===== config.mk =====
export PLATFORM = sky130hd
export DESIGN_NAME = etf_serial_mul
export DESIGN_NICKNAME = d
export VERILOG_FILES = /design/src/rtl/etf_pkg.sv /design/src/rtl/etf_serial_mul.sv
export SDC_FILE = /design/constraint.sdc
export NUM_CORES = 2
export LEC_CHECK = 0
export BUFFER_PORTS_ARGS = -buffer_cell sky130_fd_sc_hd__buf_2
export CAP_MARGIN = 15
export CORE_MARGIN = 4
export CORE_UTILIZATION = 30
export CTS_BUF_LIST = sky130_fd_sc_hd__clkbuf_4
export CTS_CLUSTER_SIZE = 25
export DETAILED_ROUTE_END_ITERATION = 10
export PLACE_DENSITY_LB_ADDON = 0.25
export RECOVER_POWER = 25
export SLEW_MARGIN = 20
export SYNTH_ARGS = -nofsm -noshare
export SYNTH_HDL_FRONTEND = slang
export SYNTH_SLANG_ARGS = --single-unit
export TNS_END_PERCENT = 1

===== constraint.sdc =====
create_clock -name clock -period 8.73 [get_ports clock]
set_input_delay 0.4365 -clock clock [delete_from_list [all_inputs] [get_ports clock]]
set_output_delay 0.4365 -clock clock [all_outputs]
set_load 0.01 [all_outputs]

===== src/rtl/etf_pkg.sv =====
// etf_pkg: constants, types and helpers for the escape-time fractal iteration block.
// No dependencies. Used by every module in rtl/.
package etf_pkg;

   localparam int FractionBits = 124;
   localparam int CountBits    = 32;
   localparam int WordBits     = 128;
   localparam int ProdBits     = 256;
   localparam int DigitBits    = 8;

   localparam logic [0:0] CsrLimit   = 1'b0;
   localparam logic [0:0] CsrVariant = 1'b1;

   localparam logic [31:0] LimitReset = 32'd256;

endpackage


===== src/rtl/etf_serial_mul.sv =====
// etf_serial_mul: signed 128x128 multiplier, one 8-bit digit of b per cycle.
// Returns floor(a*b / 2^FRACTION_BITS) at 256 bits. Depends on etf_pkg.
module etf_serial_mul #(
   parameter int FRACTION_BITS = etf_pkg::FractionBits
) (
   input  logic                          clock,
   input  logic                          reset,
   input  logic                          start,
   input  logic signed [etf_pkg::WordBits-1:0] a,
   input  logic signed [etf_pkg::WordBits-1:0] b,
   output logic                          done,
   output logic signed [etf_pkg::ProdBits-1:0] prod
);
   localparam int Steps   = etf_pkg::WordBits / etf_pkg::DigitBits;
   localparam int StepW   = $clog2(Steps + 1);
   localparam int AccW    = etf_pkg::WordBits + etf_pkg::DigitBits + 2;
   localparam int D       = etf_pkg::DigitBits;

   logic [StepW-1:0]                 step_ff, step_in;
   logic                             busy_ff, busy_in, done_ff, done_in;
   logic signed [AccW-1:0]           acc_ff, acc_in;
   logic [etf_pkg::WordBits-1:0]     low_ff, low_in;
   logic [etf_pkg::WordBits-1:0]     b_ff, b_in;
   logic signed [etf_pkg::WordBits-1:0] a_ff, a_in;
   logic signed [D+1:0]              digit;
   logic signed [AccW-1:0]           part;
   logic signed [AccW-1:0]           sum;
   logic                             last;

   // last digit is signed, earlier digits unsigned
   assign last  = (step_ff == StepW'(Steps - 1));
   assign digit = last ? {{2{b_ff[D-1]}}, b_ff[D-1:0]} : {2'b00, b_ff[D-1:0]};
   assign part  = AccW'(a_ff) * AccW'(digit);
   assign sum   = acc_ff + part;

   always_comb begin
      step_in = step_ff;
      busy_in = busy_ff;
      done_in = 1'b0;
      acc_in  = acc_ff;
      low_in  = low_ff;
      b_in    = b_ff;
      a_in    = a_ff;
      if (start) begin
         busy_in = 1'b1;
         step_in = '0;
         acc_in  = '0;
         low_in  = '0;
         a_in    = a;
         b_in    = b;
      end else if (busy_ff) begin
         acc_in  = sum >>> D;
         low_in  = {sum[D-1:0], low_ff[etf_pkg::WordBits-1:D]};
         b_in    = b_ff >> D;
         step_in = step_ff + StepW'(1);
         if (last) begin
            busy_in = 1'b0;
            done_in = 1'b1;
         end
      end
   end

   always_ff @(posedge clock) begin
      if (reset) begin
         step_ff <= '0;
         busy_ff <= 1'b0;
         done_ff <= 1'b0;
      end else begin
         step_ff <= step_in;
         busy_ff <= busy_in;
         done_ff <= done_in;
      end
      acc_ff <= acc_in;
      low_ff <= low_in;
      b_ff   <= b_in;
      a_ff   <= a_in;
   end

   assign done = done_ff;
   assign prod = $signed({acc_ff[etf_pkg::WordBits-1:0], low_ff}) >>> FRACTION_BITS;
endmodule


==> key figures <==
Run status
  • Status: finished, violations left
  • Failing checks: max-capacitance violations, max-slew violations

Clocking
  • Clock root buffer: clkbuf_4
  • Clk slew on worst S/H paths: approximately 0.06 ns
  • H-tree depth: 4
  • CTS Buf Count: 136
  • CTS Sinks: between 300 and 400
  • CTS Buffer Depth: 3
  • CTS tree: done
  • Worst skew pair latency: around 1.2 ns
  • Post-CTS setup buffer count: 0

STA
  • Layout Skew: 0.0910 ns
  • Sum Neg Setup Slack: 0 ns
  • Max-slew headroom: -147%
  • Worst-Margin Slew: about 3.7 ns
  • Max Slew Vio Count: between 150 and 200
  • Ratio of final minimum period to clock period: between 90% and 100%
  • RSZ-0062 raised after global routing: false
  • Period minus WS final: between 8 and 9 ns
  • Final Hold Vio Count: 0
  • Endpoints failing setup: 0
  • F_max: 119 MHz

Route
  • WL final: just over 200000 microns
  • Detailed-route via count: ~47000
  • DR vias/cell: roughly 4.7
  • Detailed Routing Iterations Pass 1: 5
  • Antenna viol nets, final: 0
  • WL/cell: between 20 and 25 microns
  • Remaining DRCs: 0
  • DRT iter0 DRCs: 2510

Hold path
  • Hold Crit Endpoint: b_ff[29]
  • Worst hold path type: input pin to flop
  • Hold path startpoint: b[29]
  • Cells on Worst Hold Path: 3

Synth
  • Synth warn: 0
  • Register bit count reported by yosys: a little under 400
  • Cell variety after synth: about 80
  • Synth top area cells: fa_1 (38%), edfxtp_1 (12%), inv_1 (6.8%)
  • Post-Syn Area: roughly 62000 sq um
  • Synth Area per Inst: approximately 9.5 sq um
  • Number of synthesized flops with an enable pin: approximately 260
  • Sequential fraction of the synthesis area: between 15 and 20%
  • Synth top area share: about 38%
  • Mapped Cells: 6484
  • Async SR Flop Fraction: 0%
  • Yosys top cell by area: fa_1
  • Post-synth net total: 8195
  • Most common flop cell mapped by yosys: edfxtp_1

Worst setup path
  • Kind of start point of the critical path: flop
  • CP arrival: 9.38 ns
  • Setup CP Type: flop to flop
  • FF-to-FF End: acc_ff[88]
  • Setup slack, reg-to-reg: between 0.3 and 0.4 ns
  • Crit path launch: step_ff[0]
  • RR Startpoint: step_ff[0]
  • CP endpoint kind: flop
  • Worst Reg-to-Reg Cells: 26
  • Critical Path Fanout Max: between 50 and 60
  • Critical Path RT: 9.72 ns

GRT
  • First-pass GRT wire length: approximately 320000 microns
  • Overflow after GRT: 0
  • Largest net degree at the start of global routing: roughly 130
  • Vias in the first global route: 51736
  • Initial antenna violation count: 20
  • GRT Util Overall: 19.8%

Die
  • Io pins: around 520
  • Starting Density: between 30% and 40%
  • Core area: just over 200000 sq um
  • # rows: around 170
  • Chip width: about 460 microns
  • Vert. Die Dim: around 460 microns
  • Die area: around 210000 sq um

Placed design
  • DP HPWL: 163000 microns
  • Port Buf Inserts: around 520
  • Routability Congestion: about 0.9

Job
  • Max-cap violations: 4

Cells and area
  • Fill count: ~21000
  • Final net count: 8780
  • Layout area overhead: 16.2%
  • Share of layout cells above drive strength 1: between 10% and 20%
## how the worst max path moves through the flow
stage                     slack, ns          end  depth (start not counted)
final                          0.35   acc_ff[88]                         26
after detailed placement      -0.04  acc_ff[124]                         27
after global placement        -0.06  acc_ff[124]                         27
after global routing           0.03  acc_ff[127]                         28
after floorplan                1.66  acc_ff[111]                         28
after CTS                      0.23  acc_ff[124]                         27
## kinds of logic after synthesis
| group | after synthesis | synth area share, % |
|---|---|---|
| DFF | 397 | 17.0 |
| adders and majority gates | 1452 | 43.7 |
| and+or+nand+nor | 1930 | 15.7 |
| muxes | 174 | 3.07 |
| buffers and inverters | 1756 | 12.2 |
| AOI/OAI and AO/OA | 642 | 6.40 |
| xor gates and xnor gates | 133 | 1.89 |
## registers in the layout, summed over array words and instances (netlist names)
register / count
step_ff: 5
low_ff: 4
busy_ff: 1
done: 1
a_ff: 128
b_ff: 128
acc_ff: 130
## timing repair
action	CTS	global route
gates resized for setup	1	2
hold buffers	502	0
hold endpoints to repair	314	0
endpoints found under the setup margin	3	5
## per-stage QoR
stage	std cells	hold WS (ns)	cell area, sq um	setup WS, ns	utilization, %
floorplan	6484	0.443	61700	1.66	-
global placement	9116	0.466	64900	-0.0621	31.7
detailed placement	9116	0.483	64900	-0.0413	31.7
CTS	9865	0.000878	71700	0.235	35.0
global route	9879	0.0133	71700	0.0269	35.0
finish	9881	0.151	71700	0.349	35.0
## synth_stat cells, types with 5 or more instances
master,number
a22o_1,6
o21bai_1,28
o211ai_1,12
nor2b_1,7
and4_1,6
clkbuf_1,265
ha_1,282
nand2_1,619
xor2_1,49
a211oi_1,20
inv_1,1116
nor2_1,335
o21a_1,24
or4_1,5
and2_1,644
a21o_1,39
dfxtp_1,141
a41oi_1,5
xnor2_1,84
nor4_1,8
nor3_1,31
nand4_1,74
fa_1,1170
and3_1,132
nand2b_1,15
o31ai_1,12
a21boi_0,15
mux2_2,120
mux2i_1,54
a21oi_1,223
o21ai_0,162
nand3_1,29
or3_1,9
buf_1,118
o221ai_1,5
buf_4,252
a221oi_1,6
a31oi_1,22
edfxtp_1,256
o21ai_1,10
or2_2,5
## cell type report
| type | count | area [sq um] | share of cell area, % |
|---|---|---|---|
| inverter | 1117 | 4200 | 5.86 |
| tap | 2688 | 3360 | 4.69 |
| sequential | 397 | 10500 | 14.7 |
| antenna | 15 | 37.5 | 0.0524 |
| clock buffer | 190 | 1430 | 1.99 |
| multi-input combinational | 4331 | 43600 | 60.9 |
| timing repair buffer | 1086 | 8140 | 11.4 |
| clock inverter | 57 | 359 | 0.501 |
## layout by cell type (no fill, tap or decap), types with 12 or more instances in the layout
cell           instances
o21bai_1              28
xnor2_1               84
a21oi_1              223
clkbuf_1              45
and3_1               132
nand2b_1              14
mux2_2               119
diode_2               15
o31ai_1               12
ha_1                 281
mux2i_1               54
nor2_1               333
a21boi_0              15
buf_2                473
nand4_1               74
nand3_1               29
edfxtp_1             256
a21o_1                39
o21ai_0              161
a211oi_1              19
clkinv_1              33
inv_1               1114
buf_4                 59
and2_1               644
dlygate4sd3_1        502
xor2_1                49
nor3_1                31
o21a_1                24
fa_1                1170
clkbuf_4             190
o211ai_1              12
a31oi_1               22
dfxtp_1              139
nand2_1              619
## critical path, cell delays in order, from the launching register on
cell and delay, ns:
dfxtp_1 0.33, ha_1 0.21, and3_1 0.21, ha_4 0.17
and2_1 0.19, inv_4 0.24, buf_12 0.33, nor2_1 0.10
fa_1 0.50, inv_1 0.05, fa_1 0.49, fa_1 0.44
fa_1 0.49, inv_1 0.05, fa_1 0.44, ha_1 0.43
a21oi_1 0.33, o21ai_0 0.25, a21o_1 0.25, a221o_1 0.36
o2bb2ai_1 0.30, a2111oi_0 0.69, o41a_1 0.56, o211ai_2 0.20
a21boi_1 0.23, xor2_1 0.17, o21ai_1 0.07
## routing by layer
metal  vias to the layer above  share of wire (%)  GRT usage, %
met3                       304                5.7          3.62
li1                      21083                  -             -
met2                      1385                 49          33.9
met1                     24155                 43          25.5
met5                         -              0.010             0
met4                         4                2.9          5.77
Power is not shown: default switching activity piles up to over one toggle a cycle in this logic, so the estimate is an artifact.
